## config.mk

```make
export PLATFORM = sky130hd
export DESIGN_NAME = rgb2yuv_cfg
export DESIGN_NICKNAME = d
export VERILOG_FILES = /design/src/rtl/rgb2yuv_pkg.sv /design/src/rtl/rgb2yuv_cfg.sv
export SDC_FILE = /design/constraint.sdc
export NUM_CORES = 1
export LEC_CHECK = 0
export ABC_AREA = 1
export BUFFER_PORTS_ARGS = -buffer_cell sky130_fd_sc_hd__buf_2
export CORE_MARGIN = 5
export CORE_UTILIZATION = 44
export CTS_BUF_LIST = sky130_fd_sc_hd__clkbuf_16
export DETAILED_ROUTE_END_ITERATION = 8
export MAX_ROUTING_LAYER = met4
export PLACE_DENSITY_LB_ADDON = 0.12
export SYNTH_ARGS = -nofsm -noshare
export SYNTH_HDL_FRONTEND = slang
export SYNTH_SLANG_ARGS = --single-unit
```

## constraint.sdc

```tcl
create_clock -name i_clk -period 2 [get_ports i_clk]
set_input_delay 0.3 -clock i_clk [delete_from_list [all_inputs] [get_ports i_clk]]
set_output_delay 0.3 -clock i_clk [all_outputs]
set_load 0.005 [all_outputs]
```

## src/rtl/rgb2yuv_pkg.sv

```systemverilog
package rgb2yuv_pkg;

    localparam int MAX_PAIRS_PER_LINE = 2048;

    localparam int PIX_W  = 8;
    localparam int CNT_W  = 12;
    localparam int SUM_W  = PIX_W + 1;
    localparam int TOT_W  = PIX_W + 2;
    localparam int LINE_W = 3 * SUM_W;

    localparam int ADDR_W = (MAX_PAIRS_PER_LINE > 1) ? $clog2(MAX_PAIRS_PER_LINE) : 1;
    localparam int MAXP_W = $clog2(MAX_PAIRS_PER_LINE + 1);
    localparam int CMP_W  = (CNT_W + 1 > MAXP_W) ? CNT_W + 1 : MAXP_W;

    localparam int DATA_W      = 32;
    localparam int CFG_ADDR_W  = 3;
    localparam int REG_SEL_BIT = 2;

    localparam int PAIRS_RESET = 320;
    localparam int ROWS_RESET  = 240;

    typedef enum logic {
        REG_PAIRS_PER_LINE,
        REG_ROW_PAIRS
    } t_reg_idx;

    // luma coefficients, scaled by 1000
    localparam int Y_R      = 257;
    localparam int Y_G      = 504;
    localparam int Y_B      = 98;
    localparam int Y_OFFSET = 16;

    // chroma coefficients on four-pixel sums, scaled by 4000
    localparam int CB_R     = 148;
    localparam int CB_G     = 291;
    localparam int CB_B     = 439;
    localparam int CR_R     = 439;
    localparam int CR_G     = 368;
    localparam int CR_B     = 71;
    localparam int C_OFFSET = 512000;

    localparam int LNUM_W = 18;
    localparam int CNUM_W = 20;
    localparam int CSUM_W = CNUM_W + 1;

    // reciprocal multipliers, exact for the numerator ranges above
    localparam int    LUMA_SHIFT  = 28;
    localparam int    LUMA_DIV    = 1000;
    localparam int    LUMA_RECIP  = ((1 << LUMA_SHIFT) / LUMA_DIV) + 1;
    localparam int    LRCP_W      = 19;
    localparam int    LPROD_W     = LNUM_W + LRCP_W;
    localparam int    CHROMA_SHIFT = 32;
    localparam longint CHROMA_DIV  = 4000;
    localparam longint CHROMA_RECIP = ((64'd1 << CHROMA_SHIFT) / CHROMA_DIV) + 64'd1;
    localparam int    CRCP_W      = 21;
    localparam int    CPROD_W     = CNUM_W + CRCP_W;

    typedef struct packed {
        logic [PIX_W-1:0] red;
        logic [PIX_W-1:0] green;
        logic [PIX_W-1:0] blue;
    } t_pix;

    typedef struct packed {
        logic [CMP_W-1:0] eff_pairs;
        logic [CNT_W:0]   eff_rows;
    } t_cfg_eff;

    typedef struct packed {
        logic [SUM_W-1:0]  sum_r;
        logic [SUM_W-1:0]  sum_g;
        logic [SUM_W-1:0]  sum_b;
        logic              chroma;
        logic              eof;
        logic              wr_en;
        logic [ADDR_W-1:0] addr;
    } t_step;

    typedef struct packed {
        t_pix             pix;
        logic [SUM_W-1:0] sum_r;
        logic [SUM_W-1:0] sum_g;
        logic [SUM_W-1:0] sum_b;
        logic             chroma;
        logic             eof;
    } t_s1;

    typedef struct packed {
        logic [LNUM_W-1:0] luma_num;
        logic [CNUM_W-1:0] cb_num;
        logic [CNUM_W-1:0] cr_num;
        logic              chroma;
        logic              eof;
    } t_s2;

endpackage

```

## src/rtl/rgb2yuv_cfg.sv

```systemverilog
module rgb2yuv_cfg
    import rgb2yuv_pkg::*;
(
    input  logic                  i_clk,
    input  logic                  i_rst_n,
    input  logic                  psel,
    input  logic                  penable,
    input  logic                  pwrite,
    input  logic [CFG_ADDR_W-1:0] paddr,
    input  logic [DATA_W-1:0]     pwdata,
    output logic [DATA_W-1:0]     prdata,
    output logic                  pready,
    output t_cfg_eff              o_eff
);

    logic [CNT_W-1:0] r_pairs;
    logic [CNT_W-1:0] r_rows;
    t_reg_idx         sel;
    logic             wr;

    assign pready = 1'b1;
    assign sel    = t_reg_idx'(paddr[REG_SEL_BIT]);
    assign wr     = psel && penable && pwrite && pready;

    always_ff @(posedge i_clk) begin
        if (!i_rst_n) begin
            r_pairs <= CNT_W'(PAIRS_RESET);
            r_rows  <= CNT_W'(ROWS_RESET);
        end else if (wr) begin
            case (sel)
                REG_PAIRS_PER_LINE: r_pairs <= pwdata[CNT_W-1:0];
                REG_ROW_PAIRS:      r_rows  <= pwdata[CNT_W-1:0];
                default:            r_pairs <= r_pairs;
            endcase
        end
    end

    always_comb begin
        case (sel)
            REG_PAIRS_PER_LINE: prdata = DATA_W'(r_pairs);
            REG_ROW_PAIRS:      prdata = DATA_W'(r_rows);
            default:            prdata = '0;
        endcase
    end

    // zero reads as one, width saturates at the line store depth
    always_comb begin
        if (r_pairs == '0) begin
            o_eff.eff_pairs = CMP_W'(1);
        end else if (CMP_W'(r_pairs) > CMP_W'(MAX_PAIRS_PER_LINE)) begin
            o_eff.eff_pairs = CMP_W'(MAX_PAIRS_PER_LINE);
        end else begin
            o_eff.eff_pairs = CMP_W'(r_pairs);
        end
        if (r_rows == '0) begin
            o_eff.eff_rows = (CNT_W+1)'(1);
        end else begin
            o_eff.eff_rows = (CNT_W+1)'(r_rows);
        end
    end

endmodule

```

=== Word level (Yosys, flattened, before mapping) ===
Index checks and enable logic that the tools add are counted.

* Output and inout port bits: 59
* Latch bits: 0
* Bits in writable memories: 0
* Memory bits (read-only): 0
* Bits in registers: 24
* Bits of input ports: 40
* Memories kept: 0
* Logic and storage cells: 14

* Muxes and demuxes: 4
* Shift operators: 0
* Reduce and logical (&&, ||, !) cells: 6
* Equality and inequality tests: 0
* Multiply operators: 0
* $add $sub $neg: 0
* Bitwise gates (word level): 1
* $lt $le $gt $ge: 1
* Div/mod/pow operators: 0

{| class="wikitable"
|+ Operators with widths
! operator !! count
|-
| $pmux W32 S2 || 1
|-
| $mux W12 || 3
|-
| $logic_not A12 Y1 || 2
|-
| $gt A12 B12 Y1 const B || 1
|-
| $reduce_and A2 Y1 || 2
|-
| $logic_and A1 B1 Y1 || 2
|-
| $not A1 Y1 || 1
|}

=== Longest topological paths before layout ===
* Word-level depth: 3
* Mapped depth: 7
* Mapped depth without buffers: 7

=== Worst setup path before layout ===
Ideal clock, no wire load.

* Kind: reg-to-output
* Start point: register r_pairs[8]
* End point: output o_eff[13] (netlist name)
* Path buffers: 0
* Arrival time: 847 ps
* Stages on the path, launching flop included: 8
* Setup slack: 853 ps
* Data required time: 1,700 ps
* Cells stage by stage: dfxtp_1 > nor2_1 > nand2_1 > nor2_1 > nand2_1 > nand2_1 > nand2_1 > inv_1

{| class="wikitable"
|+ RTL lines
! item !! line !! text
|-
| start: declaration || rgb2yuv_cfg.sv:16 || <nowiki>logic [CNT_W-1:0] r_pairs;</nowiki>
|-
| start signal: assignment || rgb2yuv_cfg.sv:27 || <nowiki>r_pairs <= CNT_W'(PAIRS_RESET);</nowiki>
|-
| start signal: assignment || rgb2yuv_cfg.sv:31 || <nowiki>REG_PAIRS_PER_LINE: r_pairs <= pwdata[CNT_W-1:0];</nowiki>
|-
| start signal: assignment || rgb2yuv_cfg.sv:33 || <nowiki>default: r_pairs <= r_pairs;</nowiki>
|-
| end: declaration || rgb2yuv_cfg.sv:13 || <nowiki>output t_cfg_eff o_eff</nowiki>
|}

==> insert_results.sql <==
INSERT INTO impl_metrics (metric_group, metric, value, unit) VALUES
('die', 'row_count', '20', ''),
('route', 'postRouteAntennaNets', '0', ''),
('synth', 'netlist_top_cells_area', 'sky130_fd_sc_hd__dfxtp_1, sky130_fd_sc_hd__nor2_1, sky130_fd_sc_hd__buf_4', ''),
('die', 'initial_utilization', '46.2', '%'),
('route', 'drt_drc_violations_left', '0', ''),
('synth', 'synthesis.yosys.warnings', '0', ''),
('die', 'die_h', '67.1', 'µm'),
('global_route', 'use_met1', '22.7', '%'),
('route', 'first_iter_violations', '53', ''),
('finish', 'final.fill_count', '331', ''),
('status', 'status', 'finished, final reports clean', ''),
('global_route', 'gr-total-overflow', '0', ''),
('critical_path', 'crit_arrival', '1.39', 'ns'),
('critical_path', 'reg2regPathDepth', '3', ''),
('route', 'route.final.wire_length', '3620', 'µm'),
('pwr', 'seq_power_share', '47.0', '%'),
('critical_path', 'slowest_stage', 'sky130_fd_sc_hd__dfxtp_1', ''),
('pwr', 'pwr_density_cell', '661', 'mW/mm²'),
('global_route', 'groute.usage.overall', '17.2', '%'),
('global_route', 'global_route.peak_usage_layer', 'met2', ''),
('sta', 'maxSlewViolCount', '0', ''),
('finish', 'layoutNonFillerInstCount', '303', ''),
('global_route', 'first_global_vias', '1223', ''),
('critical_path', 'path_delay_family', 'simple AND/OR/NAND/NOR gates', ''),
('sta', 'final.setup_skew', '0', 'ns'),
('pwr', 'net-switching-power', '0.269', 'mW'),
('sta', 'finalHoldViolations', '0', ''),
('die', 'die-area', '0.00450', 'mm²'),
('die', 'die_wd', '67.1', 'µm'),
('global_route', 'antenna_violations_before_repair', '0', ''),
('clock_tree', 'cts.sink_count', '24', ''),
('pwr', 'switching_share', '24.8', '%'),
('clock_tree', 'postCtsSetupBuffers', '0', ''),
('critical_path', 'criticalPathCategory', 'flop to output pin', ''),
('synth', 'synth_area_leader_cell', 'sky130_fd_sc_hd__dfxtp_1', ''),
('placed_design', 'numPlacedInstances', '300', ''),
('critical_path', 'setup.worst_path.start', 'r_pairs[10]', ''),
('clock_tree', 'cts_h_tree_depth', '1', ''),
('route', 'post_drt_wl_per_cell', '12.0', 'µm'),
('finish', 'final_net_count', '301', ''),
('critical_path', 'path_buf_inv', '2', ''),
('critical_path', 'type_of_origin_of_the_critical_path', 'flop', ''),
('critical_path', 'worst_ep_required_time', '1.70', 'ns'),
('pwr', 'combPwrFrac', '13.1', '%'),
('critical_path', 'rrSetupSlack', '1.11', 'ns'),
('global_route', 'globalRouteMet3Util', '2.70', '%'),
('finish', 'layout.cells.most_common', 'sky130_fd_sc_hd__buf_2', ''),
('finish', 'sequential_cell_area', '480', 'µm²'),
('global_route', 'grt.met2_usage', '27.9', '%'),
('clock_tree', 'cts_tree', 'yes', ''),
('synth', 'netlist_instances', '224', ''),
('global_route', 'pin_count_of_the_biggest_net_entering_global_routing', '27', ''),
('clock_tree', 'clock_latency', '0.25', 'ns'),
('clock_tree', 'clock-root-buffer', 'sky130_fd_sc_hd__clkbuf_16', ''),
('run', 'drv_cap', '0', ''),
('critical_path', 'crit_cells', '6', ''),
('route', 'vias', '1362', ''),
('sta', 'post-route-worst-setup-slack', '0.309', 'ns'),
('synth', 'ys_seq_elements', '24', ''),
('pwr', 'static-leakage-power', '0.898', 'nW'),
('placed_design', 'placement.io_buffers', '53', ''),
('sta', 'fin_setup_tns', '0', 'ns'),
('synth', 'portion_of_synthesized_cell_area_occupied_by_the_leading_cell_type', '33.5', '%'),
('clock_tree', 'cts-buffers-inserted', '3', ''),
('finish', 'area_of_combinational_cells_with_multiple_inputs', '671', 'µm²'),
('pwr', 'peakVddDrop', '0.000294', 'V'),
('pwr', 'internal_power', '0.815', 'mW'),
('clock_tree', 'ctsHoldBuffers', '0', ''),
('finish', 'antenna_cells', '0', ''),
('finish', 'layout-drive-gt1-share', '25.1', '%'),
('placed_design', 'gp_congestion', '0.773', '');
[final cells by class]
type	instances	share of cell area, %
Timing Repair Buffer	55	17.1
Clock buffer	3	4.58
Tap cell	44	3.36
Multi-Input combinational cell	157	40.9
Inverter	20	4.73
Sequential cell	24	29.3
[layer usage]
| metal | up-vias | part of all wire [%] |
|---|---|---|
| li1 | 706 | - |
| met1 | 601 | 47 |
| met2 | 53 | 45 |
| met3 | 2 | 7.7 |
| met4 | 0 | 0.36 |
| met5 | - | 0 |
[flip-flops by register name, summed over array words and instances (netlist names)]
register  flops
r_pairs      12
r_rows       12
[Yosys cell counts]
cell,instances
sky130_fd_sc_hd__nor2_1,51
sky130_fd_sc_hd__nor3_1,2
sky130_fd_sc_hd__buf_6,4
sky130_fd_sc_hd__dfxtp_1,24
sky130_fd_sc_hd__o21ai_0,32
sky130_fd_sc_hd__inv_2,2
sky130_fd_sc_hd__inv_1,17
sky130_fd_sc_hd__a21oi_1,8
sky130_fd_sc_hd__nand3_2,1
sky130_fd_sc_hd__nor2_4,2
sky130_fd_sc_hd__buf_2,3
sky130_fd_sc_hd__nand3_1,4
sky130_fd_sc_hd__clkbuf_1,14
sky130_fd_sc_hd__inv_4,1
sky130_fd_sc_hd__nor2_2,1
sky130_fd_sc_hd__conb_1,2
sky130_fd_sc_hd__nand2_1,33
sky130_fd_sc_hd__buf_4,23
[worst register-to-register path, cell delays in order (launching register included)]
cell                      delay [ns]
sky130_fd_sc_hd__dfxtp_1        0.41
sky130_fd_sc_hd__buf_4          0.21
sky130_fd_sc_hd__o21ai_0        0.10
sky130_fd_sc_hd__nor2_1         0.10
[per-stage QoR]
step           hold WS, ns  cell area, µm²  power [mW]  util (%)
2_1_floorplan        0.423            1510       0.638         -
3_3_place_gp         0.494            1560       0.661      50.4
3_5_place_dp         0.494            1560       0.662      50.4
4_1_cts              0.273            1640        1.08      52.8
5_1_grt              0.293            1640        1.13      52.8
6_report             0.272            1640        1.08      52.8
[power groups by stage]
stage	sequential (mW)	clock, mW	combinational (mW)
finish	0.510	0.432	0.142
global route	0.513	0.450	0.166
CTS	0.510	0.432	0.143
detailed placement	0.520	0	0.142
global placement	0.520	0	0.141
floorplan	0.516	0	0.122
[cells by family (layout without fill, tap and decap cells)]
group | Yosys count | count (layout) | share of synthesized area, %
compound gates | 40 | 40 | 13.9
buf+inv | 64 | 78 | 25.3
flops | 24 | 24 | 33.5
other cells | 2 | 23 | 0.523
simple gates | 94 | 94 | 26.8
[worst paths after layout]
check | endpoint
max | o_eff[22]
min | r_rows[6]
max reg2reg | r_pairs[11]
min reg2reg | r_rows[6]
No activity file was read; power rests on OpenSTA's default activity.
