<file path="src/rtl/rgb2yuv_pkg.sv">
package rgb2yuv_pkg;

    localparam int MAX_PAIRS_PER_LINE = 2048;

    localparam int PIX_W  = 8;
    localparam int CNT_W  = 12;
    localparam int SUM_W  = PIX_W + 1;
    localparam int TOT_W  = PIX_W + 2;
    localparam int LINE_W = 3 * SUM_W;

    localparam int ADDR_W = (MAX_PAIRS_PER_LINE > 1) ? $clog2(MAX_PAIRS_PER_LINE) : 1;
    localparam int MAXP_W = $clog2(MAX_PAIRS_PER_LINE + 1);
    localparam int CMP_W  = (CNT_W + 1 > MAXP_W) ? CNT_W + 1 : MAXP_W;

    localparam int DATA_W      = 32;
    localparam int CFG_ADDR_W  = 3;
    localparam int REG_SEL_BIT = 2;

    localparam int PAIRS_RESET = 320;
    localparam int ROWS_RESET  = 240;

    typedef enum logic {
        REG_PAIRS_PER_LINE,
        REG_ROW_PAIRS
    } t_reg_idx;

    // luma coefficients, scaled by 1000
    localparam int Y_R      = 257;
    localparam int Y_G      = 504;
    localparam int Y_B      = 98;
    localparam int Y_OFFSET = 16;

    // chroma coefficients on four-pixel sums, scaled by 4000
    localparam int CB_R     = 148;
    localparam int CB_G     = 291;
    localparam int CB_B     = 439;
    localparam int CR_R     = 439;
    localparam int CR_G     = 368;
    localparam int CR_B     = 71;
    localparam int C_OFFSET = 512000;

    localparam int LNUM_W = 18;
    localparam int CNUM_W = 20;
    localparam int CSUM_W = CNUM_W + 1;

    // reciprocal multipliers, exact for the numerator ranges above
    localparam int    LUMA_SHIFT  = 28;
    localparam int    LUMA_DIV    = 1000;
    localparam int    LUMA_RECIP  = ((1 << LUMA_SHIFT) / LUMA_DIV) + 1;
    localparam int    LRCP_W      = 19;
    localparam int    LPROD_W     = LNUM_W + LRCP_W;
    localparam int    CHROMA_SHIFT = 32;
    localparam longint CHROMA_DIV  = 4000;
    localparam longint CHROMA_RECIP = ((64'd1 << CHROMA_SHIFT) / CHROMA_DIV) + 64'd1;
    localparam int    CRCP_W      = 21;
    localparam int    CPROD_W     = CNUM_W + CRCP_W;

    typedef struct packed {
        logic [PIX_W-1:0] red;
        logic [PIX_W-1:0] green;
        logic [PIX_W-1:0] blue;
    } t_pix;

    typedef struct packed {
        logic [CMP_W-1:0] eff_pairs;
        logic [CNT_W:0]   eff_rows;
    } t_cfg_eff;

    typedef struct packed {
        logic [SUM_W-1:0]  sum_r;
        logic [SUM_W-1:0]  sum_g;
        logic [SUM_W-1:0]  sum_b;
        logic              chroma;
        logic              eof;
        logic              wr_en;
        logic [ADDR_W-1:0] addr;
    } t_step;

    typedef struct packed {
        t_pix             pix;
        logic [SUM_W-1:0] sum_r;
        logic [SUM_W-1:0] sum_g;
        logic [SUM_W-1:0] sum_b;
        logic             chroma;
        logic             eof;
    } t_s1;

    typedef struct packed {
        logic [LNUM_W-1:0] luma_num;
        logic [CNUM_W-1:0] cb_num;
        logic [CNUM_W-1:0] cr_num;
        logic              chroma;
        logic              eof;
    } t_s2;

endpackage

</file>
<file path="src/rtl/rgb2yuv_calc.sv">
module rgb2yuv_calc
    import rgb2yuv_pkg::*;
(
    input  logic              i_clk,
    input  logic              i_rst_n,
    input  logic              i_in_valid,
    input  t_pix              i_pix,
    input  t_step             i_step,
    input  logic [LINE_W-1:0] i_held,
    input  logic              i_out_stall,
    output logic              o_accept,
    output logic              o_in_stall,
    output logic              o_out_valid,
    output logic [PIX_W-1:0]  o_luma,
    output logic              o_chroma_valid,
    output logic [PIX_W-1:0]  o_chroma_blue,
    output logic [PIX_W-1:0]  o_chroma_red,
    output logic              o_end_of_frame
);

    logic r_v1, r_v2, r_v3;
    logic en1, en2, en3;

    t_s1 r_s1, n_s1;
    t_s2 r_s2, n_s2;

    logic [PIX_W-1:0] r_luma, n_luma;
    logic             r_chroma, r_eof;
    logic [PIX_W-1:0] r_cb, n_cb;
    logic [PIX_W-1:0] r_cr, n_cr;

    logic [TOT_W-1:0]  tr, tg, tb;
    logic [CSUM_W-1:0] cb_pos, cb_neg, cr_pos, cr_neg, cb_dif, cr_dif;
    logic [LPROD_W-1:0] luma_prod;
    logic [CPROD_W-1:0] cb_prod, cr_prod;

    assign en3        = !r_v3 || !i_out_stall;
    assign en2        = !r_v2 || en3;
    assign en1        = !r_v1 || en2;
    assign o_accept   = i_in_valid && en1;
    assign o_in_stall = !en1;

    always_ff @(posedge i_clk) begin
        if (!i_rst_n) begin
            r_v1 <= 1'b0;
            r_v2 <= 1'b0;
            r_v3 <= 1'b0;
        end else begin
            if (en1) begin
                r_v1 <= i_in_valid;
            end
            if (en2) begin
                r_v2 <= r_v1;
            end
            if (en3) begin
                r_v3 <= r_v2;
            end
        end
    end

    always_comb begin
        n_s1.pix    = i_pix;
        n_s1.sum_r  = i_step.sum_r;
        n_s1.sum_g  = i_step.sum_g;
        n_s1.sum_b  = i_step.sum_b;
        n_s1.chroma = i_step.chroma;
        n_s1.eof    = i_step.eof;
    end

    // four-pixel sums and weighted numerators
    always_comb begin
        tr = TOT_W'(r_s1.sum_r) + TOT_W'(i_held[3*SUM_W-1:2*SUM_W]);
        tg = TOT_W'(r_s1.sum_g) + TOT_W'(i_held[2*SUM_W-1:SUM_W]);
        tb = TOT_W'(r_s1.sum_b) + TOT_W'(i_held[SUM_W-1:0]);

        cb_pos = CSUM_W'(tb) * CSUM_W'(CB_B) + CSUM_W'(C_OFFSET);
        cb_neg = CSUM_W'(tr) * CSUM_W'(CB_R) + CSUM_W'(tg) * CSUM_W'(CB_G);
        cr_pos = CSUM_W'(tr) * CSUM_W'(CR_R) + CSUM_W'(C_OFFSET);
        cr_neg = CSUM_W'(tg) * CSUM_W'(CR_G) + CSUM_W'(tb) * CSUM_W'(CR_B);
        cb_dif = cb_pos - cb_neg;
        cr_dif = cr_pos - cr_neg;

        n_s2.luma_num = LNUM_W'(r_s1.pix.red)   * LNUM_W'(Y_R)
                      + LNUM_W'(r_s1.pix.green) * LNUM_W'(Y_G)
                      + LNUM_W'(r_s1.pix.blue)  * LNUM_W'(Y_B);
        n_s2.cb_num   = cb_dif[CNUM_W-1:0];
        n_s2.cr_num   = cr_dif[CNUM_W-1:0];
        n_s2.chroma   = r_s1.chroma;
        n_s2.eof      = r_s1.eof;
    end

    // constant division by reciprocal multiply
    always_comb begin
        luma_prod = LPROD_W'(r_s2.luma_num) * LPROD_W'(LUMA_RECIP);
        cb_prod   = CPROD_W'(r_s2.cb_num) * CPROD_W'(CHROMA_RECIP);
        cr_prod   = CPROD_W'(r_s2.cr_num) * CPROD_W'(CHROMA_RECIP);
        n_luma    = luma_prod[LUMA_SHIFT +: PIX_W] + PIX_W'(Y_OFFSET);
        n_cb      = r_s2.chroma ? cb_prod[CHROMA_SHIFT +: PIX_W] : '0;
        n_cr      = r_s2.chroma ? cr_prod[CHROMA_SHIFT +: PIX_W] : '0;
    end

    always_ff @(posedge i_clk) begin
        if (en1) begin
            r_s1 <= n_s1;
        end
        if (en2) begin
            r_s2 <= n_s2;
        end
        if (en3) begin
            r_luma   <= n_luma;
            r_cb     <= n_cb;
            r_cr     <= n_cr;
            r_chroma <= r_s2.chroma;
            r_eof    <= r_s2.eof;
        end
    end

    assign o_out_valid    = r_v3;
    assign o_luma         = r_luma;
    assign o_chroma_valid = r_chroma;
    assign o_chroma_blue  = r_cb;
    assign o_chroma_red   = r_cr;
    assign o_end_of_frame = r_eof;

endmodule

</file>
<file path="config.mk">
export PLATFORM = sky130hd
export DESIGN_NAME = rgb2yuv_calc
export DESIGN_NICKNAME = d
export VERILOG_FILES = /design/src/rtl/rgb2yuv_pkg.sv /design/src/rtl/rgb2yuv_calc.sv
export SDC_FILE = /design/constraint.sdc
export NUM_CORES = 2
export LEC_CHECK = 0
export BUFFER_PORTS_ARGS = -buffer_cell sky130_fd_sc_hd__buf_2
export CAP_MARGIN = 20
export CORE_ASPECT_RATIO = 1.75
export CORE_MARGIN = 3
export CORE_UTILIZATION = 59
export DETAILED_ROUTE_END_ITERATION = 7
export MAX_ROUTING_LAYER = met4
export PLACE_DENSITY = 0.8
export SETUP_SLACK_MARGIN = 0.05
export SLEW_MARGIN = 20
export SYNTH_ARGS = -nofsm -noshare
export SYNTH_HDL_FRONTEND = slang
export SYNTH_SLANG_ARGS = --single-unit
</file>
<file path="constraint.sdc">
create_clock -name i_clk -period 9.9 [get_ports i_clk]
set_input_delay 1.98 -clock i_clk [delete_from_list [all_inputs] [get_ports i_clk]]
set_output_delay 1.98 -clock i_clk [all_outputs]
set_load 0.01 [all_outputs]
</file>
Yosys cells after proc, flatten, opt, wreduce, memory -nomap -nowiden. Index checks and enable logic that the tools add are counted.

Div/mod/pow operators: 0. Add/sub/neg operators: 12. Eq/ne operators: 0. Multipliers: 12. $lt $le $gt $ge: 0. Shift operators: 0. Reduce and logical (&&, ||, !) cells: 9. Mux-type cells: 0. Bitwise logic cells: 0.

Operators with widths (number): 20-bit by 20-bit multiplier with 39-bit output, second input constant (2); 10-bit by 9-bit multiplier with 19-bit output, second input constant (3); 19-bit by 19-bit adder with 20-bit output, second input constant (2); 20-bit subtractor (2); 18-bit by 17-bit multiplier with 34-bit output, second input constant (1); 9-bit by 9-bit adder with 10-bit output (3); 8-bit by 6-bit multiplier with 14-bit output, second input constant (2); 18-bit by 19-bit adder with 20-bit output (1); 19-bit by 17-bit adder with 20-bit output (1); 17-bit by 17-bit adder with 18-bit output (1); 18-bit by 15-bit adder with 18-bit output (1); 10-bit by 7-bit multiplier with 17-bit output, second input constant (1); 8-bit by 9-bit multiplier with 17-bit output, second input constant (1); 10-bit by 6-bit multiplier with 16-bit output, second input constant (1); 10-bit by 5-bit multiplier with 15-bit output, second input constant (1); 8-bit by 5-bit adder with 8-bit output, second input constant (1); 1-bit logical NOT (5); 1-bit logical OR (3); 1-bit logical AND (1).

Memories kept: 0. Output and inout bits: 29. Memory bits (writable): 0. Register bits after elaboration: 142. Bits in read-only memories: 0. Latch bits: 0. Input bits: 96. Logic and storage cells: 54.

Longest topological paths before layout.
Word-level depth: 5. Gate-level depth with buffers: 40. Depth with buffers taken out: 40.

Worst setup path after synthesis. OpenSTA, ideal clock, no wires.

Path type: input -> register. From: in i_held[18]. To: reg r_s2[40] (netlist bit) (data pin). Library setup time: 0.258 ns. Arrival time: 10.249 ns. Setup slack: -0.606 ns. Buffers on the path: 0. Cell stages on the path: 38. Data required time: 9.642 ns. Cell sequence: ha_1 > inv_1 > fa_1 > inv_1 > a21oi_1 > o21bai_1 > a21oi_1 > o21bai_1 > a21o_1 > a21o_1 > xor2_1 > ha_1 > ha_1 > inv_1 > fa_1 > inv_1 > ha_1 > a21boi_0 > [... 2 more ...] > fa_1 > inv_1 > fa_1 > inv_1 > fa_1 > fa_1 > fa_1 > inv_1 > ha_1 > ha_1 > a21o_1 > a21o_1 > a21oi_1 > o21ai_0 > a2111oi_0 > o21bai_1 > a21oi_1 > xnor2_1.

Word-level cells in the longest chain between the ends: 4.

Ends and longest elaborated chain: start, declared (RTL line rgb2yuv_calc.sv:9) `input logic [LINE_W-1:0] i_held,`; 9-bit by 9-bit adder with 10-bit output (RTL line rgb2yuv_calc.sv:72) `tr = TOT_W'(r_s1.sum_r) + TOT_W'(i_held[3*SUM_W-1:2*SUM_W]);`; 10-bit by 6-bit multiplier with 16-bit output (RTL line rgb2yuv_calc.sv:77) `cb_neg = CSUM_W'(tr) * CSUM_W'(CB_R) + CSUM_W'(tg) * CSUM_W'(CB_G);`; 18-bit by 19-bit adder with 20-bit output (RTL line rgb2yuv_calc.sv:77); 20-bit subtractor (RTL line rgb2yuv_calc.sv:80) `cb_dif = cb_pos - cb_neg;`; via cb_dif[18] (RTL line rgb2yuv_calc.sv:33) `logic [CSUM_W-1:0] cb_pos, cb_neg, cr_pos, cr_neg, cb_dif, cr_dif;`; end signal, assigned (RTL line rgb2yuv_calc.sv:107) `r_s2 <= n_s2;`; end, declared (RTL line rgb2yuv_calc.sv:25) `t_s2 r_s2, n_s2;`.

The timed path passes the listed nets, and every way through them passes these cells. A chain may end at the register's enable or synchronous reset.

Final worst setup path.
From: in i_held[18]. To: reg r_s2[41] (netlist bit) (data pin).

Same word-level chain as after synthesis.

==> impl_results.md <==
- Hold Crit Depth: 0
- Hold Fails Final Rpt: 0
- Post-Syn Nets: 4468
- Clock sinks: 142
- Area Overhead vs Synth: 11.0%
- Final nets: 4719
- Clk_skew: 14.1 ps
- Crit share post-route: 99.4%
- Critical Path Sink: r_s2[41]$_DFFE_PP_
- Setup ws final: 63.2 ps
- Total CTS buffers: 17
- Gpl congestion: 0.941
- Number of I/O port buffers: 112
- CP endpoint kind: flip-flop
- Antenna Cells: 0
- Top Ports: around 130
- Row cnt: between 100 and 150
- Skew-Pair Late Insertion Delay: 470 ps
- Largest area contributor in the netlist: ha_1
- Die width: 182 µm
- Detail Placement HPWL: around 59000 µm
- Die Area: between 0.05 and 0.06 mm²
- CP peak stage delay: 600 ps
- Largest net degree at the start of global routing: 61
- Total number of vias: 21.7k
- Register bit total from synthesis: 142
- Share of Yosys cell area claimed by the top area cell type: 34.7%
- Max Clock Freq: 102 MHz
- Die height: 314 µm
- CP required: 10110 ps
- Worst EP arrival: 10040 ps
- Synth Instances: 3036
- Reg-to-reg endpoint: r_s2[41]$_DFFE_PP_
- Worst setup SP type: primary input
- RSZ-0062 raised after global routing: true
- Worst Setup SP: i_held[18]
- Max-slew violations: 0
- Initial antenna violation count: 0
- Asr flop ratio synth: 0%
- Seq/Total Area, Yosys: a little over an eighth
- Routed Antenna Nets: 0
- Share of cells above drive strength 1: 11.0%
- First-pass GRT wire length: 113000 µm
- Measured slew at the worst slew-check pin: 1060 ps
- DRT Pass-1 Iters: 5
- Worst Setup Slack post-DPL: -689 ps
- # fillers: 3862
- DR vias/cell: 5.43
- Crit-path most repeated cell: ha_4
- Most used DFF post-synth: edfxtp_1
- Post-Syn Area per Cell: 10.5 µm²
- Slowest stage cell, crit path: fa_1
- Hold_ws: 422 ps
- Gr usage total: approximately 26%
- Critical Path Fanout Max: 2
- Hold buffer count at CTS: 0
- R2R setup slack: 1240 ps
- Post-synth EDFFs: 139
- Final wirelength: 69100 µm
- Worst r2r path cells: 39
- Clock Root Buffer: clkbuf_16
- Starting Density: 59.7%
- R2r startpoint: r_s1[20]$_DFFE_PN_
- CTS max path bufs: 2
- Detailed-route DRC error count: 0
- Core Area: 0.0534 mm²
- Number of max-cap violations: 0
- Setup violations, final: 0
- Vias in the first global route: 24.5k
- Mapped cell area: approximately 0.032 mm²
- Top post-synthesis cells by area: ha_1 35%, fa_1 28%, edfxtp_1 13%
- Distinct cells, synth: 65
- Remaining global-route overflow: 0
- CTS tree: yes
- 1st-iter DRT viols: 793
- DR WL/cell: ~17 µm
- Min Tclk post-route: 9840 ps
- Critical path type: in2reg
- Clock-pin slew on the worst setup and hold paths: 70 ps
- Final instance area: 0.0354 mm²
- H-tree Lvls: 4
- Dpl cell area: 0.0342 mm²
- Worst hold path type: reg2reg
- YS warnings: 0
- Slew HR: between 20% and 30%
- Status: completed
==> cell usage after synthesis, types with 12 or more instances <==
cell type / instances
inv_1: 913
ha_1: 885
fa_1: 451
edfxtp_1: 139
a21oi_1: 101
xnor2_1: 88
nor2_1: 67
o21ai_0: 50
a21o_1: 48
nand2_1: 45
xor2_1: 31
o21bai_1: 30
nor3_1: 20
nand3_1: 15
nand4_1: 12
nor2b_1: 12
o21a_1: 12
==> layout by cell type, fill, tap and decap left out, types with 29 or more instances in the layout <==
master / n
nand2_1: 43
buf_4: 119
o21bai_1: 29
o21ai_0: 41
a21oi_1: 85
xnor2_1: 82
buf_2: 111
inv_1: 904
a21o_1: 48
ha_1: 863
fa_1: 448
nor2_1: 64
edfxtp_1: 139
==> layout make-up <==
cell class	count	area [µm²]	area share (%)
Clock buffer	17	425	1.20
Clock inverter	15	191	0.541
Inverter	913	3430	9.68
Multi-Input combinational cell	1980	24800	70.0
Sequential cell	142	4230	12.0
Tap cell	684	856	2.42
Timing Repair Buffer	233	1480	4.19
==> logic make-up after synthesis <==
group | after synthesis | synth area share (%)
fa+ha+maj | 1336 | 63.1
flops | 142 | 13.3
other cells | 1 | 0.0118
xor+xnor | 119 | 3.27
simple gates | 211 | 3.21
buf+inv | 914 | 10.8
compound gates | 311 | 6.34
mux | 2 | 0.0628
==> how the worst min path moves through the flow <==
| stage | startpoint | end | slack [ps] |
|---|---|---|---|
| after floorplan | r_s2[0]$_DFFE_PP_ | o_end_of_frame$_DFFE_PP_ | 400 |
| after global placement | n_s2[1]$_DFFE_PN_ | r_s2[1]$_DFFE_PP_ | 400 |
| after detailed placement | n_s2[1]$_DFFE_PN_ | r_s2[1]$_DFFE_PP_ | 410 |
| after CTS | n_s2[1]$_DFFE_PN_ | r_s2[1]$_DFFE_PP_ | 420 |
| after global routing | n_s2[0]$_DFFE_PN_ | r_s2[0]$_DFFE_PP_ | 430 |
| final | n_s2[1]$_DFFE_PN_ | r_s2[1]$_DFFE_PP_ | 420 |
==> sequential cells by signal, indices dropped and copies added, names as in the netlist <==
name            cells
r_s2               60
r_v1                1
o_chroma_red        8
o_chroma_blue       8
o_out_valid         1
r_v2                1
r_s1               51
o_chroma_valid      1
n_s2                2
o_end_of_frame      1
o_luma              8
==> repair_timing <==
| action | CTS | global route |
|---|---|---|
| pin swaps | 14 | 67 |
| endpoints found under the hold margin | 0 | 0 |
| endpoints found under the setup margin | 3 | 11 |
| buffers inserted | 7 | 11 |
| resized for setup | 11 | 71 |
==> metal layers <==
metal | share of wire (%) | GRT usage, % | vias up | wire [µm]
met2 | 56 | 48.9 | 503 | 38600
met3 | 2.9 | 2.57 | 225 | 2000
met4 | 5.7 | 12.2 | 0 | 3940
li1 | - | - | 10238 | -
met5 | 0 | - | - | 0
met1 | 35 | 25.6 | 10686 | 24500
==> worst max-delay path, delay by kind of cell <==
family | cells | cell delay [ps]
AOI/OAI and AO/OA | 14 | 2200
xor gates and xnor gates | 2 | 250
adders and majority gates | 14 | 4460
buffers and inverters | 8 | 740
and+or+nand+nor | 2 | 390
==> stage by stage <==
step | instances | setup TNS [ps] | util (%)
2_1_floorplan | 3036 | -377 | -
3_3_place_gp | 3934 | -2180 | 64.1
3_5_place_dp | 3934 | -3640 | 64.1
4_1_cts | 3973 | 0 | 65.5
5_1_grt | 3984 | -528 | 66.3
6_report | 3984 | 0 | 66.3
Power is left out: the tool's default activity adds up to more than one toggle a clock period on the data nets, which glitch-free logic cannot reach.
