--- config.mk ---
export PLATFORM = sky130hd
export DESIGN_NAME = rgb2yuv_seq
export DESIGN_NICKNAME = d
export VERILOG_FILES = /design/src/rtl/rgb2yuv_pkg.sv /design/src/rtl/rgb2yuv_seq.sv
export SDC_FILE = /design/constraint.sdc
export NUM_CORES = 1
export LEC_CHECK = 0
export ABC_AREA = 1
export BUFFER_PORTS_ARGS = -buffer_cell sky130_fd_sc_hd__buf_2
export CAP_MARGIN = 0
export CORE_UTILIZATION = 60
export CTS_CLUSTER_DIAMETER = 200
export DETAILED_ROUTE_END_ITERATION = 12
export PLACE_DENSITY = 0.87
export SLEW_MARGIN = 5
export SYNTH_ARGS = -nofsm -noshare
export SYNTH_HDL_FRONTEND = slang
export SYNTH_SLANG_ARGS = --single-unit
export TNS_END_PERCENT = 50
--- constraint.sdc ---
create_clock -name i_clk -period 3.7 [get_ports i_clk]
set_input_delay 0.37 -clock i_clk [delete_from_list [all_inputs] [get_ports i_clk]]
set_output_delay 0.37 -clock i_clk [all_outputs]
set_load 0.01 [all_outputs]
--- src/rtl/rgb2yuv_pkg.sv ---
package rgb2yuv_pkg;

    localparam int MAX_PAIRS_PER_LINE = 2048;

    localparam int PIX_W  = 8;
    localparam int CNT_W  = 12;
    localparam int SUM_W  = PIX_W + 1;
    localparam int TOT_W  = PIX_W + 2;
    localparam int LINE_W = 3 * SUM_W;

    localparam int ADDR_W = (MAX_PAIRS_PER_LINE > 1) ? $clog2(MAX_PAIRS_PER_LINE) : 1;
    localparam int MAXP_W = $clog2(MAX_PAIRS_PER_LINE + 1);
    localparam int CMP_W  = (CNT_W + 1 > MAXP_W) ? CNT_W + 1 : MAXP_W;

    localparam int DATA_W      = 32;
    localparam int CFG_ADDR_W  = 3;
    localparam int REG_SEL_BIT = 2;

    localparam int PAIRS_RESET = 320;
    localparam int ROWS_RESET  = 240;

    typedef enum logic {
        REG_PAIRS_PER_LINE,
        REG_ROW_PAIRS
    } t_reg_idx;

    // luma coefficients, scaled by 1000
    localparam int Y_R      = 257;
    localparam int Y_G      = 504;
    localparam int Y_B      = 98;
    localparam int Y_OFFSET = 16;

    // chroma coefficients on four-pixel sums, scaled by 4000
    localparam int CB_R     = 148;
    localparam int CB_G     = 291;
    localparam int CB_B     = 439;
    localparam int CR_R     = 439;
    localparam int CR_G     = 368;
    localparam int CR_B     = 71;
    localparam int C_OFFSET = 512000;

    localparam int LNUM_W = 18;
    localparam int CNUM_W = 20;
    localparam int CSUM_W = CNUM_W + 1;

    // reciprocal multipliers, exact for the numerator ranges above
    localparam int    LUMA_SHIFT  = 28;
    localparam int    LUMA_DIV    = 1000;
    localparam int    LUMA_RECIP  = ((1 << LUMA_SHIFT) / LUMA_DIV) + 1;
    localparam int    LRCP_W      = 19;
    localparam int    LPROD_W     = LNUM_W + LRCP_W;
    localparam int    CHROMA_SHIFT = 32;
    localparam longint CHROMA_DIV  = 4000;
    localparam longint CHROMA_RECIP = ((64'd1 << CHROMA_SHIFT) / CHROMA_DIV) + 64'd1;
    localparam int    CRCP_W      = 21;
    localparam int    CPROD_W     = CNUM_W + CRCP_W;

    typedef struct packed {
        logic [PIX_W-1:0] red;
        logic [PIX_W-1:0] green;
        logic [PIX_W-1:0] blue;
    } t_pix;

    typedef struct packed {
        logic [CMP_W-1:0] eff_pairs;
        logic [CNT_W:0]   eff_rows;
    } t_cfg_eff;

    typedef struct packed {
        logic [SUM_W-1:0]  sum_r;
        logic [SUM_W-1:0]  sum_g;
        logic [SUM_W-1:0]  sum_b;
        logic              chroma;
        logic              eof;
        logic              wr_en;
        logic [ADDR_W-1:0] addr;
    } t_step;

    typedef struct packed {
        t_pix             pix;
        logic [SUM_W-1:0] sum_r;
        logic [SUM_W-1:0] sum_g;
        logic [SUM_W-1:0] sum_b;
        logic             chroma;
        logic             eof;
    } t_s1;

    typedef struct packed {
        logic [LNUM_W-1:0] luma_num;
        logic [CNUM_W-1:0] cb_num;
        logic [CNUM_W-1:0] cr_num;
        logic              chroma;
        logic              eof;
    } t_s2;

endpackage

--- src/rtl/rgb2yuv_seq.sv ---
module rgb2yuv_seq
    import rgb2yuv_pkg::*;
(
    input  logic     i_clk,
    input  logic     i_rst_n,
    input  logic     i_accept,
    input  t_pix     i_pix,
    input  t_cfg_eff i_eff,
    output t_step    o_step
);

    logic [CNT_W-1:0] r_col, n_col;
    logic [CNT_W-1:0] r_row, n_row;
    logic             r_odd_col, n_odd_col;
    logic             r_odd_row, n_odd_row;
    t_pix             r_left, n_left;

    logic [CMP_W-1:0] col_ext;
    logic [CMP_W-1:0] col_inc;
    logic [CNT_W:0]   row_inc;
    logic             col_last;
    logic             row_last;
    logic             in_store;

    assign col_ext  = CMP_W'(r_col);
    assign col_inc  = col_ext + CMP_W'(1);
    assign row_inc  = (CNT_W+1)'(r_row) + (CNT_W+1)'(1);
    assign col_last = col_inc >= i_eff.eff_pairs;
    assign row_last = row_inc >= i_eff.eff_rows;
    assign in_store = col_ext < CMP_W'(MAX_PAIRS_PER_LINE);

    always_comb begin
        o_step.sum_r  = SUM_W'(r_left.red)   + SUM_W'(i_pix.red);
        o_step.sum_g  = SUM_W'(r_left.green) + SUM_W'(i_pix.green);
        o_step.sum_b  = SUM_W'(r_left.blue)  + SUM_W'(i_pix.blue);
        o_step.chroma = r_odd_col && r_odd_row;
        o_step.eof    = r_odd_col && r_odd_row && col_last && row_last;
        o_step.wr_en  = i_accept && r_odd_col && !r_odd_row && in_store;
        o_step.addr   = col_ext[ADDR_W-1:0];
    end

    always_comb begin
        n_col     = r_col;
        n_row     = r_row;
        n_odd_col = r_odd_col;
        n_odd_row = r_odd_row;
        n_left    = r_left;
        if (i_accept) begin
            n_odd_col = !r_odd_col;
            if (!r_odd_col) begin
                n_left = i_pix;
            end else if (col_last) begin
                n_col     = '0;
                n_odd_row = !r_odd_row;
                if (r_odd_row) begin
                    n_row = row_last ? '0 : row_inc[CNT_W-1:0];
                end
            end else begin
                n_col = col_inc[CNT_W-1:0];
            end
        end
    end

    always_ff @(posedge i_clk) begin
        if (!i_rst_n) begin
            r_col     <= '0;
            r_row     <= '0;
            r_odd_col <= 1'b0;
            r_odd_row <= 1'b0;
            r_left    <= '0;
        end else begin
            r_col     <= n_col;
            r_row     <= n_row;
            r_odd_col <= n_odd_col;
            r_odd_row <= n_odd_row;
            r_left    <= n_left;
        end
    end

endmodule

Word-level counts from Yosys, hierarchy flattened
Index checks and enable logic that the tools add are counted.
- add/sub/neg operators: 5
- magnitude comparators: 3
- multiplexer cells: 2
- bitwise operators: 1
- reduce and logical (&&, ||, !) cells: 12
- operator list (cell ; number):
    $add A8 B8 Y9 ; 3
    $add A12 B1 Y13 const B ; 2
    $ge A13 B13 Y1 ; 2
    $mux W12 ; 2
    $lt A12 B12 Y1 const B ; 1
    $logic_and A1 B1 Y1 ; 6
    $reduce_and A2 Y1 ; 2
    $reduce_and A4 Y1 ; 1
    $reduce_and A3 Y1 ; 1
    $logic_not A1 Y1 ; 2
    $not A1 Y1 ; 1
- bits in registers: 50
- bits of input ports: 53
- output and inout bits: 41
- logic and storage cells: 30

Longest topological paths before layout
Gate-level depths: netlist (run 1).
- depth in word-level cells: 4
- gate-level depth with buffers: 18
- mapped depth without buffers: 17

Least setup slack after synthesis (run 1)
No wires, ideal clock.
- kind: reg-to-output
- start: reg r_row[0]
- end: out o_step[12] (netlist name)
- arrival: 2.243 ns
- slack: 1.087 ns
- stages on the path, launching flop included: 14
- cells stage by stage: dfxtp_1 ha_1 nand2_1 nor2_2 nand2_1 o21ai_0 nand2_1 ha_1 nand2_1 nor2_1 nor3b_1 nand2_1 buf_2 a31oi_1
- RTL lines (element ; RTL line ; RTL):
    start, declared ; rgb2yuv_seq.sv:13 ; logic [CNT_W-1:0] r_row, n_row;
    start signal, assigned ; rgb2yuv_seq.sv:73 ; r_row <= n_row;
    end, declared ; rgb2yuv_seq.sv:9 ; output t_step o_step

==> results of run 1 <==
[logic make-up (layout without fill, tap and decap cells)]
| family | Yosys count | in the layout | share of synthesized area [%] |
|---|---|---|---|
| adder cells (fa/ha/maj) | 56 | 56 | 17.3 |
| flip-flops | 50 | 50 | 23.9 |
| XOR/XNOR | 31 | 31 | 6.49 |
| AND/OR/NAND/NOR | 245 | 245 | 27.5 |
| buffers and inverters | 122 | 200 | 12.5 |
| AO/OA/AOI/OAI | 91 | 91 | 12.4 |
[registers in the layout, indices dropped and copies added, names as in the netlist]
register and count:
r_left 24, r_col 12, r_row 12, r_odd_col 1
r_odd_row 1
[Yosys cell counts (2+ instances only)]
| master | number | share of area (%) |
|---|---|---|
| nand2_1 | 102 | 9.1 |
| inv_1 | 96 | 8.6 |
| nor2_1 | 63 | 5.6 |
| ha_1 | 53 | 16 |
| dfxtp_1 | 50 | 24 |
| a21oi_1 | 36 | 4.3 |
| o21ai_0 | 30 | 3.6 |
| nand3_1 | 26 | 3.1 |
| nand4_1 | 24 | 3.6 |
| xor2_1 | 22 | 4.6 |
| buf_4 | 11 | 2.0 |
| nand3_2 | 10 | 2.4 |
| o21ai_2 | 10 | 2.1 |
| xnor2_1 | 9 | 1.9 |
| buf_2 | 7 | 0.84 |
| clkbuf_1 | 6 | 0.54 |
| nor2_2 | 5 | 0.75 |
| o21ai_1 | 5 | 0.60 |
| nor3_1 | 4 | 0.48 |
| o211ai_1 | 4 | 0.72 |
| fa_1 | 3 | 1.4 |
| nand3b_1 | 3 | 0.54 |
| a21o_1 | 2 | 0.36 |
| a21oi_2 | 2 | 0.42 |
| a31oi_1 | 2 | 0.30 |
| buf_6 | 2 | 0.54 |
| nor4_1 | 2 | 0.30 |
[power by group through the flow]
stage	sequential, mW	clock, mW	combinational (mW)
after floorplan	0.584	0	0.248
after global placement	0.586	0	0.369
after detailed placement	0.588	0	0.378
after CTS	0.576	0.403	0.381
after global routing	0.579	0.429	0.426
final	0.576	0.395	0.380
[through the flow]
step | hold slack (ns) | utilization, %
floorplan | 0.451 | -
global placement | 0.462 | 68.4
detailed placement | 0.466 | 68.4
CTS | 0.296 | 70.0
global route | 0.302 | 70.1
finish | 0.304 | 70.1
[repair_timing]
| item | in CTS | in global routing |
|---|---|---|
| gates resized for setup | 0 | 2 |
| setup endpoints to repair | 0 | 1 |
| hold buffers | 0 | 0 |
[cell type report]
type / count / share of cell area, %
clock inverter: 1 / 0.634
inverter: 96 / 7.60
multi-input combinational: 423 / 56.3
clock buffer: 6 / 1.74
tap: 80 / 2.11
sequential: 50 / 21.1
timing repair buffer: 97 / 10.5
[worst max-delay path, cell delays in order, from the launching register on]
cell and delay (ns):
dfxtp_1 0.41, ha_1 0.21, nand2_1 0.07, nor2_2 0.15
nand2_1 0.15, o21ai_0 0.22, nand2_1 0.11, ha_1 0.32
nand2_1 0.06, nor2_1 0.15, nor3b_2 0.22, nand2_2 0.19
a31oi_1 0.19, buf_2 0.16
[metal layers]
layer	vias up	part of all wire, %	track usage (%)
met2	117	51	48.1
met5	-	0	0
met1	1832	43	29.4
met4	0	2.0	9.70
met3	21	4.5	4.62
li1	2078	-	-
[worst max path at each step]
stage	startpoint	end	cells after the start
global route	r_row[0]$_SDFFE_PN0P_	o_step[12]	13
detailed placement	r_row[0]$_SDFFE_PN0P_	o_step[12]	13
global placement	r_row[0]$_SDFFE_PN0P_	o_step[12]	13
floorplan	r_row[0]$_SDFFE_PN0P_	o_step[12]	13
CTS	r_row[0]$_SDFFE_PN0P_	o_step[12]	13
finish	r_row[0]$_SDFFE_PN0P_	o_step[12]	13
==> results.md, run 1 <==
* GRT Residual Overflow at 0
* H-tree Lvls at 2
* Postcts setup bufs at 0
* Horiz. Die Dim at ~86 um
* CTS tree: yes
* Mapped Cells at between 500 and 600
* HP Start: i_pix[15]
* Clk_lat worst skew at roughly 0.3 ns
* Setup TNS at 0 ns
* DR pass1 iterations at 5
* GRT Util Overall at between 20% and 30%
* Mapped Area at 4190 um2
* CTS Buf Count at 5
* # clock sinks at 50
* CP Capture Type: output pin
* Placed Instance Area at 4620 um2
* Avg Inst Size Synth at approximately 7 um2
* Sequential share of the synthesized area at 23.9%
* Routability cong. at a little under 0.9
* Overall Power at between 1 and 1.5 mW
* Routed WL at approximately 9000 um
* Max VDD drop at 0.000231 V
* Critical Path RT at between 3 and 4 ns
* Leak pwr at ~2.5 nW
* Relative slew slack at a little over half
* Die area at between 7000 and 8000 um2
* Hold/Removal Path Class: input port to register
* Largest net degree at the start of global routing at between 40 and 50
* Ports at 94
* Placed cell count at around 750
* Register bit count reported by yosys at 50
* Power density over the cells at 285 nW/um2
* Max Fclk at approximately 300 MHz
* Antenna Nets Post-Route at 0
* Vias in the first global route at between 3,000 and 4,000
* Async SR Flop Fraction at 0%
* Post-DP HPWL at between 7000 and 8000 um
* Multi-input gate area at between 2000 and 3000 um2
* Maxcap violations at 0
* Vias/cell at between 5 and 6
* Final hold viol count at 0
* RSZ-0062 raised after global routing: false
* Dpl ws at about 0.64 ns
* Antenna diodes at 0
* Initial Util at roughly three fifths
* Flop2flop setup slack at 0.85 ns
* Layout cells sized above 1 at 20.5%
* Avg WL per Cell at 12.1 um
* Max-slew violation count at 0
* Hold EP: r_left[15]$_SDFFE_PN0P_
* Worst flop-to-flop path endpoint: r_row[3]$_SDFFE_PN0P_
* First-pass GRT wire length at roughly 16,000 um
* Comb pwr share at between 20% and 30%
* Hold path cells at 3
* Commonest non-fill, non-tap cell in the layout: nand2_1
* Sequential power share at between 40 and 50%
* Post-synth EDFFs at 0
* Final instance area at 4740 um2
* Arrival @ worst endpoint at 2.92 ns
* Row cnt at 30
* Register area at around 1000 um2
* Skew final at between 0.01 and 0.015 ns
* Internal power at around 940 uW
* Area Growth Syn to Fin at 13.2%
* Clk network pwr share at between 20 and 30%
* Fill cell count at ~570
* Crit path max fanout at 13
* Least-Margin Pin Slew at 0.713 ns
* Part of the cycle the worst path needs at about nine tenths
* Final std cells w/o fill at ~750
* Setup-failing EPs final at 0
* Synth Flop Type: dfxtp_1
* Status: complete, no violations
* Clock buffer depth at 2
* Final WS setup at 0.412 ns
* Drt initial violations at ~160
* YS warnings at 0
* Reg2Reg Launch Point: r_col[2]$_SDFFE_PN0P_
* Port Buffers at 93
* Clock transition at path regs at 0.09 ns
* DRC at 0
* Startpoint type of the worst setup path: register
* Vias at 4,048
* Core ar. at slightly below 7000 um2
* Initial antenna violation count at 0
* Kind of critical path: register to output pin
* R2R cell count at 17
* P_sw at around 410 uW
* Synth unique cells at 33
* Commonest non-fill, non-tap cells in the layout: nand2_1, inv_1, buf_2, nor2_1, ha_1
* Root buf cell: clkbuf_8
* Final min period at approximately 3.3 ns
* Switching share of power at a little under a third
* Syn Nets at roughly 700
* Layout Nets at 782
* DIE HEIGHT at 85.5 um
Power figures use the tool's default switching activity.
==> run 2: changes to the inputs <==
clock period = 3.8 ns   (was 3.7 ns; I/O delays follow)
==> run 2 against run 1 <==
Effect of this change: combinational power fell by 2%; sequential share of layout area rose by 0.067 points; flip-flop and latch count did not move; worst setup slack got worse by 0.094 ns; die area did not move; critical path depth did not move; via count fell by 0.84%; final cell count did not move; critical endpoint unchanged; largest cell class unchanged.
==> results.md, run 2 (synthesis results as in run 1) <==
* Status: complete, no violations
* DIE HEIGHT at 85.5 um (unchanged)
* Max reg flops at 24 (unchanged)
* HP Start: i_pix[0]
* P_sw at 416 uW (+0.67%)
* H-tree Lvls at 2 (unchanged)
* Max-slew violation count at 0 (unchanged)
* Die area at 7320 um2 (unchanged)
* Ports at 94 (unchanged)
* R2R cell count at 17 (unchanged)
* Overall Power at 1.32 mW (-2.6%)
* Relative slew slack at 53.1% (+0.71 points)
* Clk network pwr share at 29.0% (-0.2 points)
* Arrival @ worst endpoint at 3.10 ns (+0.18 ns)
* Drt initial violations at 195 (+26%)
* Clk_lat worst skew at 0.30 ns (about the same)
* Max VDD drop at 0.000173 V (-25%)
* Routability cong. at 0.893 (+0.65%)
* Commonest non-fill, non-tap cells in the layout: nand2_1, inv_1, buf_2, nor2_1, ha_1
* Comb pwr share at 28.4% (+0.3 points)
* DR pass1 iterations at 6 (+1)
* Clock buffer depth at 2 (unchanged)
* Register area at 1000 um2 (unchanged)
* Vias at 4,014 (-0.84%)
* Resize count post-CTS at 0 (unchanged)
* Initial Util at 62.0% (unchanged)
* Setup TNS at 0 ns (unchanged)
* Reg2Reg Launch Point: r_col[2]$_SDFFE_PN0P_
* Hold EP: r_left[0]$_SDFFE_PN0P_
* CP Capture Type: output pin
* Multi-input gate area at 2660 um2 (-0.28%)
* GRT Residual Overflow at 0 (unchanged)
* Skew final at 0.00948 ns (-0.00272 ns)
* Sequential power share at 42.6% (about the same)
* Port Buffers at 93 (unchanged)
* Layout Nets at 781 (-0.13%)
* RSZ-0062 raised after global routing: false
* Max Fclk at roughly 290 MHz
* Internal power at 899 uW (-4.0%)
* Avg WL per Cell at 12.4 um (+2.5%)
* Hold buffers post-CTS at 0 (unchanged)
* Part of the cycle the worst path needs at 91.6%
* Power density over the cells at 278 nW/um2 (-2.3%)
* Horiz. Die Dim at 85.5 um (unchanged)
* Commonest non-fill, non-tap cell in the layout: nand2_1
* Hold/Removal Path Class: input port to register
* Initial antenna violation count at 0 (unchanged)
* Maxcap violations at 0 (unchanged)
* Hold_ws at 0.313 ns (+0.00864 ns)
* Leak pwr at 2.52 nW (-0.17%)
* # clock sinks at 50 (unchanged)
* Vias in the first global route at 3,878 (+0.39%)
* Core ar. at 6760 um2 (unchanged)
* Hold path cells at 3 (unchanged)
* Final WS setup at 0.318 ns (-0.0939 ns)
* Kind of critical path: register to output pin
* Startpoint type of the worst setup path: register
* CTS Buf Count at 5 (unchanged)
* CTS tree: yes
* Post-layout util at 69.9% (-0.22 points)
* Fill cell count at 581 (+2.3%)
* Largest net degree at the start of global routing at 45 (-2.2%)
* Root buf cell: clkbuf_8
* Setup-failing EPs final at 0 (unchanged)
* Clock transition at path regs at 0.09 ns (about the same)
* Row cnt at 30 (unchanged)
* Switching share of power at 31.6% (+1.0 points)
* Critical Path RT at 3.42 ns (+0.09 ns)
* Routed WL at 9340 um (+2.5%)
* Layout cells sized above 1 at 20.2% (-0.30 points)
* Least-Margin Pin Slew at 0.703 ns (-0.0107 ns)
* Postcts setup bufs at 0 (unchanged)
* Vias/cell at 5.33 (-0.84%)
* GRT Util Overall at 26.3% (+0.37 points)
* Final hold viol count at 0 (unchanged)
* Largest regs: r_left: 24 flops, r_col: 12 flops, r_row: 12 flops
* Area Growth Syn to Fin at 12.9%
* Dpl ws at 0.727 ns (+0.0893 ns)
* Antenna Nets Post-Route at 0 (unchanged)
* Flop2flop setup slack at 0.94 ns (+0.09 ns)
* Worst flop-to-flop path endpoint: r_row[1]$_SDFFE_PN0P_
* Largest register by flop count: r_left
* Antenna diodes at 0 (unchanged)
* First-pass GRT wire length at 15,900 um (+2.0%)
* Final min period at approximately 3.5 ns
* Crit path max fanout at 13 (unchanged)
* Post-DP HPWL at 7390 um (+3.0%)
* DRC at 0 (unchanged)
run 2: changes by cell type in the layout (fill, tap and decap cells not counted), sizes merged:
cell	change
clkinv	+1
buf	-1
inv	+1
clkbuf	-1
run 2: worst max-delay path by stage:
stage	end	slack, ns	startpoint	depth (start not counted)
after floorplan	o_step[12]	1.18	r_row[0]$_SDFFE_PN0P_	13
after global placement	o_step[12]	0.96	r_row[0]$_SDFFE_PN0P_	13
after detailed placement	o_step[12]	0.73	r_row[0]$_SDFFE_PN0P_	13
after CTS	o_step[12]	0.36	r_row[0]$_SDFFE_PN0P_	13
after global routing	o_step[12]	0.08	r_row[0]$_SDFFE_PN0P_	13
final	o_step[12]	0.32	r_row[0]$_SDFFE_PN0P_	13
run 2: cell type report:
class	count	area share, %
sequential	50	21.2
clock inverter	3	0.927
multi-input combinational	423	56.4
inverter	96	7.63
tap	80	2.12
timing repair buffer	96	10.3
clock buffer	5	1.46
run 2: power by group through the flow:
stage	Clock, mW	Sequential [mW]	Combinational (mW)
after detailed placement	0	0.573	0.371
after global placement	0	0.571	0.359
after CTS	0.398	0.561	0.373
final	0.381	0.561	0.374
after floorplan	0	0.569	0.242
after global routing	0.418	0.564	0.419
run 2: per-stage QoR:
stage | cell area, um2 | instances
2_1_floorplan | 4190 | 595
3_3_place_gp | 4610 | 745
3_5_place_dp | 4610 | 745
4_1_cts | 4720 | 753
5_1_grt | 4720 | 753
6_report | 4720 | 753
run 2: per-layer routing:
| metal | up-vias | part of all wire (%) | track usage, % |
|---|---|---|---|
| met5 | - | 0 | 0 |
| li1 | 2078 | - | - |
| met4 | 0 | 1.3 | 8.33 |
| met3 | 18 | 4.5 | 4.43 |
| met2 | 100 | 51 | 48.7 |
| met1 | 1818 | 43 | 30.8 |
run 2: worst max-delay path: stages (launching register included):
cell,delay [ns]
dfxtp_1,0.41
ha_1,0.21
nand2_1,0.08
nor2_2,0.15
nand2_1,0.13
o21ai_0,0.22
nand2_1,0.13
ha_1,0.33
nand2_1,0.07
nor2_1,0.15
nor3b_1,0.25
nand2_1,0.29
a31oi_1,0.22
buf_2,0.16
